$ cat config.mk
export PLATFORM = sky130hd
export DESIGN_NAME = rls_ctrl
export DESIGN_NICKNAME = d
export VERILOG_FILES = /design/src/rtl/rls_pkg.sv /design/src/rtl/rls_ctrl.sv
export SDC_FILE = /design/constraint.sdc
export NUM_CORES = 1
export LEC_CHECK = 0
export BUFFER_PORTS_ARGS = -buffer_cell sky130_fd_sc_hd__clkbuf_2
export CAP_MARGIN = 20
export CORE_AREA = 5 5 54 56
export CTS_BUF_LIST = sky130_fd_sc_hd__clkbuf_4
export DETAILED_ROUTE_END_ITERATION = 10
export DIE_AREA = 0 0 59 61
export PLACE_DENSITY = 0.75
export SLEW_MARGIN = 20
export SYNTH_ARGS = -nofsm -noshare
export SYNTH_HDL_FRONTEND = slang
export SYNTH_SLANG_ARGS = --single-unit
$ cat constraint.sdc
create_clock -name clk_i -period 2.1 [get_ports clk_i]
set_input_delay 0.105 -clock clk_i [delete_from_list [all_inputs] [get_ports clk_i]]
set_output_delay 0.105 -clock clk_i [all_outputs]
set_load 0.02 [all_outputs]
$ cat src/rtl/rls_pkg.sv
// Package for the two-parameter RLS estimator: arithmetic helpers, register indexes and the
// command and status structs between controller and datapath.
// No dependencies.
`timescale 1ns / 1ps
package rls_pkg;

  localparam int SigFrac = 16;
  localparam int CovFrac = 24;

  localparam logic [0:0] RegLambda    = 1'b0;
  localparam logic [0:0] RegThreshold = 1'b1;

  localparam logic [16:0] LambdaReset    = 17'd64880;
  localparam logic [30:0] ThresholdReset = 31'd655;

  // Operation codes for the shared multiply and divide units.
  typedef enum logic [3:0] {
    OpPe0a, OpPe0b, OpPe1a, OpPe1b, OpDen0, OpDen1, OpErr0, OpErr1,
    OpW0, OpW1, OpC0, OpC1, OpC2
  } mul_op_e;

  typedef enum logic [2:0] {
    DivG0, DivG1, DivP0, DivP1, DivP2
  } div_op_e;

  typedef struct packed {
    logic    load;      // capture inputs, decide excitation
    logic    mul_go;
    mul_op_e mul_op;
    logic    div_go;
    div_op_e div_op;
    logic    commit;    // write new weights
  } rls_cmd_t;

  typedef struct packed {
    logic excited;
    logic mul_done;
    logic div_done;
  } rls_stat_t;

  function automatic logic [63:0] sat_add64(input logic [63:0] a, input logic [63:0] b,
                                           output logic clip);
    logic [64:0] s;
    begin
      s = {a[63], a} + {b[63], b};
      clip = s[64] != s[63];
      if (clip) sat_add64 = s[64] ? {1'b1, 63'd0} : {1'b0, {63{1'b1}}};
      else sat_add64 = s[63:0];
    end
  endfunction

  function automatic logic [63:0] sat_sub64(input logic [63:0] a, input logic [63:0] b,
                                           output logic clip);
    logic [64:0] s;
    begin
      s = {a[63], a} - {b[63], b};
      clip = s[64] != s[63];
      if (clip) sat_sub64 = s[64] ? {1'b1, 63'd0} : {1'b0, {63{1'b1}}};
      else sat_sub64 = s[63:0];
    end
  endfunction

  // Saturate a 64 bit value to a signed field of width w.
  function automatic logic [63:0] clamp64(input logic [63:0] x, input int w, output logic clip);
    logic signed [63:0] xs, top, bot;
    begin
      xs = signed'(x);
      clip = 1'b0;
      clamp64 = x;
      if (w < 64) begin
        top = signed'(64'hFFFF_FFFF_FFFF_FFFF >> (65 - w));
        bot = -top - 64'sd1;
        if (xs > top) begin
          clamp64 = top;
          clip = 1'b1;
        end else if (xs < bot) begin
          clamp64 = bot;
          clip = 1'b1;
        end
      end
    end
  endfunction

endpackage

$ cat src/rtl/rls_ctrl.sv
// Controller of the RLS estimator: sequences the multiply and divide operations.
// Depends on rls_pkg.
`timescale 1ns / 1ps
module rls_ctrl (
  input  logic               clk_i,
  input  logic               rst_ni,
  input  logic               in_valid_i,
  output logic               in_ready_o,
  output logic               out_valid_o,
  input  logic               out_ready_i,
  output logic               updated_o,
  output rls_pkg::rls_cmd_t  cmd_o,
  input  rls_pkg::rls_stat_t stat_i
);
  import rls_pkg::*;

  typedef enum logic [2:0] {SIdle, SCheck, SMul, SDiv, SOut} state_e;

  state_e   state_q;
  mul_op_e  mop_q;
  div_op_e  dop_q;
  logic     wait_q;
  rls_cmd_t cmd_q;

  assign in_ready_o = (state_q == SIdle) || (state_q == SOut && out_ready_i);

  // The sample is captured at the accepting edge, while its payload is still on the ports.
  always_comb begin
    cmd_o = cmd_q;
    cmd_o.load = in_valid_i && in_ready_o;
  end

  always_ff @(posedge clk_i or negedge rst_ni) begin
    if (!rst_ni) begin
      state_q <= SIdle;
      out_valid_o <= 1'b0;
      updated_o <= 1'b0;
      mop_q <= OpPe0a;
      dop_q <= DivG0;
      wait_q <= 1'b0;
      cmd_q <= '0;
    end else begin
      cmd_q.mul_go <= 1'b0;
      cmd_q.div_go <= 1'b0;
      cmd_q.commit <= 1'b0;
      if (out_valid_o && out_ready_i) out_valid_o <= 1'b0;
      case (state_q)
        SIdle, SOut: begin
          if (state_q == SIdle || out_ready_i) state_q <= SIdle;
          if (in_valid_i && in_ready_o) begin
            state_q <= SCheck;
            wait_q <= 1'b1;
          end
        end
        SCheck: begin
          // wait_q holds off the decision until the registered threshold compare has seen the new sample.
          if (wait_q) wait_q <= 1'b0;
          else if (stat_i.excited) begin
            mop_q <= OpPe0a;
            cmd_q.mul_go <= 1'b1;
            cmd_q.mul_op <= OpPe0a;
            state_q <= SMul;
          end else begin
            updated_o <= 1'b0;
            out_valid_o <= 1'b1;
            state_q <= SOut;
          end
        end
        SMul: begin
          if (stat_i.mul_done) begin
            if (mop_q == OpDen1) begin
              dop_q <= DivG0;
              cmd_q.div_go <= 1'b1;
              cmd_q.div_op <= DivG0;
              state_q <= SDiv;
            end else if (mop_q == OpC2) begin
              dop_q <= DivP0;
              cmd_q.div_go <= 1'b1;
              cmd_q.div_op <= DivP0;
              state_q <= SDiv;
            end else begin
              mop_q <= mul_op_e'(mop_q + 4'd1);
              cmd_q.mul_go <= 1'b1;
              cmd_q.mul_op <= mul_op_e'(mop_q + 4'd1);
            end
          end
        end
        SDiv: begin
          if (stat_i.div_done) begin
            if (dop_q == DivG1) begin
              mop_q <= OpErr0;
              cmd_q.mul_go <= 1'b1;
              cmd_q.mul_op <= OpErr0;
              state_q <= SMul;
            end else if (dop_q == DivP2) begin
              updated_o <= 1'b1;
              out_valid_o <= 1'b1;
              state_q <= SOut;
            end else begin
              // New weights land during the last division, before the result is shown.
              if (dop_q == DivP1) cmd_q.commit <= 1'b1;
              dop_q <= div_op_e'(dop_q + 3'd1);
              cmd_q.div_go <= 1'b1;
              cmd_q.div_op <= div_op_e'(dop_q + 3'd1);
            end
          end
        end
        default: state_q <= SIdle;
      endcase
    end
  end

  assert property (@(posedge clk_i) disable iff (!rst_ni)
    out_valid_o && !out_ready_i |=> out_valid_o)
    else $error("result dropped while stalled");
  assert property (@(posedge clk_i) disable iff (!rst_ni) cmd_o.load |-> !out_valid_o ||
    out_ready_i)
    else $error("load with pending result");
  assert property (@(posedge clk_i) disable iff (!rst_ni) !(cmd_o.mul_go && cmd_o.div_go))
    else $error("both units started together");
endmodule

==> results_dict.tcl, run 1 <==
set metrics [dict create \
    die_area_sq_um 3600 \
    min_period_over_period_pct 82.0 \
    ys_types 37 \
    grt_use_met3_pct 2.55 \
    maxSlewHeadroom_pct 61.1 \
    cts_root_buf "clkbuf_4" \
    stdcell_area_sq_um 1360 \
    synthCells 110 \
    clk_latency_ns 0.31 \
    final_util_pct 56.9 \
    hpwlAfterDp_um 1730 \
    worstPathCellList "inv_1, ha_1, mux2i_1, o21a_2, a21oi_1, a221o_1" \
    worst_pin_slew_ns 0.583 \
    use_met2_pct 25.4 \
    wire_per_inst_um 13.7 \
    antenna_found_initial 0 \
    drt-pass1-iter-count 4 \
    cts_num_sinks 23 \
    io_pins 21 \
    critPathLaunch "mop_q[0]" \
    post-place-ws_ns 0.393 \
    overflow 0 \
    fmax_ghz 0.581 \
    yosysTopAreaCellShare_pct 48.2 \
    start_util_pct 50.0 \
    grt_pass1_vias 907 \
    postRouteAntennaNets 0 \
    crit_path_end "mop_q[1]" \
    core.rowCount 18 \
    syn_nets 124 \
    crit_slowest_cell "dfrtp_1" \
    avgSynthCellArea_sq_um 10.9 \
    worst-setup-path-type "flop to flop" \
    synth_compound_area_share_pct 19.3 \
    die_h_um 61 \
    ys_ff_latch 23 \
    synth_top_area_cell "dfrtp_1" \
    drive_gt1_share_pct 23.9 \
    cts_hold_buf 1 \
    routed_wl_um 2250 \
    end_kind "flop" \
    grt_max_degree 24 \
    die_w_um 59 \
    status "finished clean" \
    syn_to_final_growth_pct 13.7 \
    rr_worst_depth 6 \
    drv_cap 0 \
    vias_per_cell 5.44 \
    ctsResizeCount 0 \
    grt_first_pass_wirelength_um 4020 \
    first_iter_violations 6 \
    num-nets-final 149 \
    rsz0062_at_grt "no" \
    leakage_nw 0.734 \
    cp_data_arrival_time_ns 1.93 \
    final_cells 164 \
    cellPowerDensity_nw_per_um2 1260 \
    clk_pin_slew_ns 0.13 \
    final_hold_viol_count 0 \
    seq_area_frac_synth_pct 48.2 \
    port_buffers 20 \
    dpl.cell_count 159 \
    htree_levels 1 \
    synth_top_family_by_area "compound AO/OA/AOI/OAI gates" \
    worst_setup_path_start_kind "flop" \
    grt_usage_pct 14.6 \
    peakVddDrop_uv 702 \
    diodes 0 \
    synth_fa_ha_area_share_pct 7.34 \
    grt_use_met1_pct 18.3 \
    slew_viol_final 0 \
    hold_path_class "input port to flop" \
    cts_buffers 3 \
    cpPeakStageDelay_ns 0.46 \
    worstReg2RegStart "mop_q[0]" \
    reg2reg_slack_ns 0.38 \
    setup_slack_ns 0.378 \
    globalplace.congestion 0.829 \
    synth_warnings 0 \
    nFillCells 232 \
    synth_area_sq_um 1190 \
    post_dp_cell_area_sq_um 1320 \
    yosys.area_share.simple_pct 17.5 \
    tns_ns 0 \
    path_max_fanout 5 \
    synth_xor_area_share_pct 1.47 \
    worstReg2RegEnd "mop_q[1]" \
    drc_errors 0 \
    synth_area_leaders "dfrtp_1 (48%), ha_1 (7.3%), a21o_1 (5.0%)" \
    vias 892 \
    busiest_layer "met2" \
    core_area_sq_um 2390 \
    cts_max_path_buffers 2 \
    cts_tree "yes" \
    cts_setup_buffers 0 \
    required_ns 2.31 \
    setup_viol 0 \
    fin_worst_skew_ns 0.00555 \
    synth_mux_area_share_pct 1.78 \
    fin_crit_ns 1.72 \
]
[where the power goes]
| group | internal, mW | switching, mW |
|---|---|---|
| clock network | 0.0711 | 0.135 |
| registers | 0.589 | 0.163 |
| logic | 0.335 | 0.417 |
[kinds of logic after synthesis]
kind of cell / count (synthesis)
AOI/OAI and AO/OA: 30
xor gates and xnor gates: 2
adders and majority gates: 7
buffers and inverters: 12
DFF: 23
muxes: 2
and+or+nand+nor: 34
[per-stage QoR]
stage               power (mW)  hold slack (ns)
floorplan                 1.31           -0.191
global placement          1.49            0.118
detailed placement        1.52            0.132
CTS                       1.73           0.0520
global route              1.86           0.0712
finish                    1.71           0.0597
[cell type report]
class / count / area [sq um] / area share, %
flip-flops and latches: 23 / 576 / 42.4
clock inverters: 1 / 5.00 / 0.369
multi-input cells: 75 / 566 / 41.7
clock buffers: 3 / 22.5 / 1.66
repair buffers: 21 / 110 / 8.11
inverters: 11 / 41.3 / 3.04
well taps: 30 / 37.5 / 2.76
[synth_stat cells]
| cell type | count |
|---|---|
| o31ai_1 | 1 |
| and2_1 | 1 |
| o22a_1 | 1 |
| dfrtp_1 | 23 |
| o21a_1 | 1 |
| mux2_2 | 1 |
| o211ai_1 | 2 |
| a21oi_1 | 4 |
| o21ai_2 | 1 |
| mux2i_1 | 1 |
| a21o_1 | 8 |
| o2bb2ai_1 | 2 |
| nand3_1 | 2 |
| a221o_1 | 2 |
| nor2_1 | 9 |
| o21ai_0 | 4 |
| o21a_2 | 1 |
| and4bb_2 | 1 |
| or2b_1 | 1 |
| xnor2_1 | 1 |
| and3_1 | 2 |
| a22o_1 | 1 |
| nor4b_4 | 1 |
| inv_1 | 11 |
| buf_6 | 1 |
| and3b_1 | 1 |
| ha_1 | 7 |
| nand2b_1 | 5 |
| a21boi_4 | 1 |
| nand2_2 | 1 |
| o311ai_0 | 1 |
| nand2_1 | 4 |
| nor2b_1 | 1 |
| xor2_1 | 1 |
| and3_4 | 1 |
| nand4_1 | 3 |
| nor3_1 | 1 |
[worst max-delay path, delay by kind of cell, from the launching register on]
family          cells  cell delay [ns]
compound gates      3             0.61
fa+ha+maj           1             0.21
buf+inv             1             0.09
flops               1             0.46
mux                 1             0.25
[worst min-delay path by stage]
stage	startpoint	to	slack, ns	cells past startpoint
floorplan	rst_ni	cmd_o[0]	-0.19	0
global placement	rst_ni	wait_q	0.12	1
detailed placement	rst_ni	wait_q	0.13	1
CTS	stat_i[2]	state_q[1]	0.05	3
global route	stat_i[2]	state_q[1]	0.07	3
finish	stat_i[2]	state_q[1]	0.06	3
[metal layers]
layer	wire [um]	vias up	part of all wire, %
li1	-	437	-
met1	1040	434	46
met2	1100	17	49
met3	83	4	3.7
met4	28	0	1.2
met5	0	-	0
[cell usage in the layout (no fill, tap or decap), drive strengths merged, types with 2 or more instances in the layout]
cell and n:
dfrtp 23, clkbuf 23, inv 11, nor2 9
a21o 8, ha 7, nand2b 5, nand2 5
o21ai 5, a21oi 4, nand4 3, and3 3
nand3 2, o211ai 2, a221o 2, o2bb2ai 2
o21a 2
[sequential cells by signal (all words and copies together), names as in the netlist]
| signal | flops |
|---|---|
| mop_q | 4 |
| updated_o | 1 |
| state_q | 3 |
| wait_q | 1 |
| cmd_o | 10 |
| dop_q | 3 |
| out_valid_o | 1 |
Note: power is estimated with default switching activity, not from simulation.
==> run 2: changes to the inputs <==
Clock period 2.1 ns to 1.6 ns, I/O delays scaled along.
==> run 2 against run 1 <==
  * First-iteration DRC count rose by 120%
  * Via count rose by 5.4%
  * Clock power rose by 29%
  * Largest cell class is now multi-input gates
  * Sequential cell count did not move
  * Non-clock buffer count rose by 14
  * Combinational power rose by 73%
  * Fmax rose by 9.2%
  * Clock skew rose by 0.0015 ns
  * Total power rose by 48%
==> results_dict.tcl, run 2 (synthesis results as in run 1) <==
set metrics [dict create \
    layout_commonest_cell "dfrtp_1" \
    p_comb_share_pct 51.3 \
    final_hold_viol_count 0 \
    busiest_layer "met2" \
    worst-setup-path-type "flop to flop" \
    diodes 0 \
    cts_max_path_buffers 2 \
    die_w_um 59 \
    routed_wl_um 2450 \
    globalplace.congestion 0.847 \
    clk_pin_slew_ns 0.13 \
    first_iter_violations 13 \
    clkPwrFrac_pct 10.5 \
    fmax_ghz 0.634 \
    grt_use_met1_pct 20.5 \
    die_area_sq_um 3600 \
    hpwlAfterDp_um 1870 \
    drv_cap 0 \
    final_cells 178 \
    worst_pin_slew_ns 0.565 \
    vias_per_cell 5.28 \
    stdcell_area_sq_um 1510 \
    grt_max_degree 24 \
    cts_num_sinks 23 \
    port_buffers 20 \
    p_seq_share_pct 38.2 \
    htree_levels 1 \
    syn_to_final_growth_pct 26.7 \
    end_kind "flop" \
    largest_reg_flops 10 \
    use_met2_pct 26.5 \
    switchingPower_mw 1.02 \
    antenna_found_initial 0 \
    grt_usage_pct 15.9 \
    maxSlewHeadroom_pct 62.3 \
    vias 940 \
    internal_power_mw 1.51 \
    grt_pass1_vias 987 \
    leakage_nw 0.806 \
    worst_setup_path_start_kind "flop" \
    cellPowerDensity_nw_per_um2 1670 \
    slew_viol_final 0 \
    io_pins 21 \
    grt_first_pass_wirelength_um 4320 \
    cp_data_arrival_time_ns 1.79 \
    cts_tree "yes" \
    clk_latency_ns 0.31 \
    required_ns 1.81 \
    layout_common_cells "dfrtp_1 (21), clkbuf_2 (19), buf_4 (15)" \
    drt-pass1-iter-count 5 \
    cts_root_buf "clkbuf_4" \
    path_max_fanout 4 \
    die_h_um 61 \
    core.rowCount 18 \
    setup_viol 0 \
    drc_errors 0 \
    post_dp_cell_area_sq_um 1380 \
    overflow 0 \
    drive_gt1_share_pct 36.5 \
    fin_worst_skew_ns 0.00701 \
    hold_path_class "input port to flop" \
    status "finished clean" \
    wire_per_inst_um 13.7 \
    fin_crit_ns 1.58 \
    start_util_pct 50.0 \
    min_period_over_period_pct 98.6 \
    postRouteAntennaNets 0 \
    cts_buffers 3 \
    switching_share_pct 40.4 \
    core_area_sq_um 2390 \
    dpl.cell_count 166 \
    num-nets-final 163 \
    grt_use_met3_pct 2.34 \
    peakVddDrop_uv 873 \
]
==> run 2: routing by layer <==
layer / vias to the layer above / wire [um]
met5: - / 0
met4: 0 / 31
met3: 4 / 86
met2: 17 / 1230
met1: 456 / 1100
li1: 463 / -
==> run 2: power by group through the flow <==
stage	sequential [mW]	combinational [mW]	clock, mW
after floorplan	1.05	0.684	0
after global placement	0.952	1.09	0
after detailed placement	0.969	1.13	0
after CTS	0.956	1.18	0.279
after global routing	0.999	1.43	0.306
final	0.966	1.30	0.266
==> run 2: worst max-delay path, cell delays in order, from the launching register on <==
cell and delay, ns:
dfrtp_1 0.40, inv_1 0.13, ha_2 0.23, mux2i_4 0.08
o21a_2 0.25, buf_4 0.14, mux2_2 0.25
==> run 2: layout make-up <==
type	count	area (sq um)
fillers	196	875
multi-input cells	75	611
flip-flops and latches	23	578
repair buffers	35	218
inverters	11	41.3
well taps	30	37.5
clock buffers	3	22.5
clock inverters	1	5.00
==> run 2: worst paths after layout <==
check                            startpoint  slack [ns]  cells past startpoint     endpoint
min in group asynchronous            rst_ni        0.27                      2     cmd_o[0]
worst max register to register     mop_q[1]        0.02                      6     mop_q[0]
worst max-delay path               mop_q[1]        0.02                      6     mop_q[0]
worst min register to register     cmd_o[2]        0.50                      1     cmd_o[2]
max in group asynchronous            rst_ni        0.92                      2   state_q[2]
worst min-delay path            out_ready_i        0.07                      3  out_valid_o
==> run 2: timing repair <==
| item | CTS | global route |
|---|---|---|
| setup endpoints to repair | 3 | 14 |
| endpoints found under the hold margin | 23 | 0 |
| buffers inserted | 3 | 4 |
| hold buffers | 1 | 0 |
| pin swaps | 2 | 5 |
| resized for setup | 2 | 12 |
==> run 2: per-stage QoR <==
step | hold slack, ns | setup TNS [ns] | power, mW | setup WS [ns] | util, %
final | 0.0668 | 0 | 2.53 | 0.0227 | 63.4
after global routing | 0.0565 | -0.0378 | 2.74 | -0.0195 | 63.4
after global placement | 0.0927 | 0 | 2.04 | 0.0792 | 57.7
after detailed placement | 0.104 | -0.0744 | 2.10 | -0.0332 | 57.7
after CTS | 0.0505 | 0 | 2.41 | 0.0118 | 60.5
after floorplan | -0.216 | 0 | 1.73 | 0.0616 | -
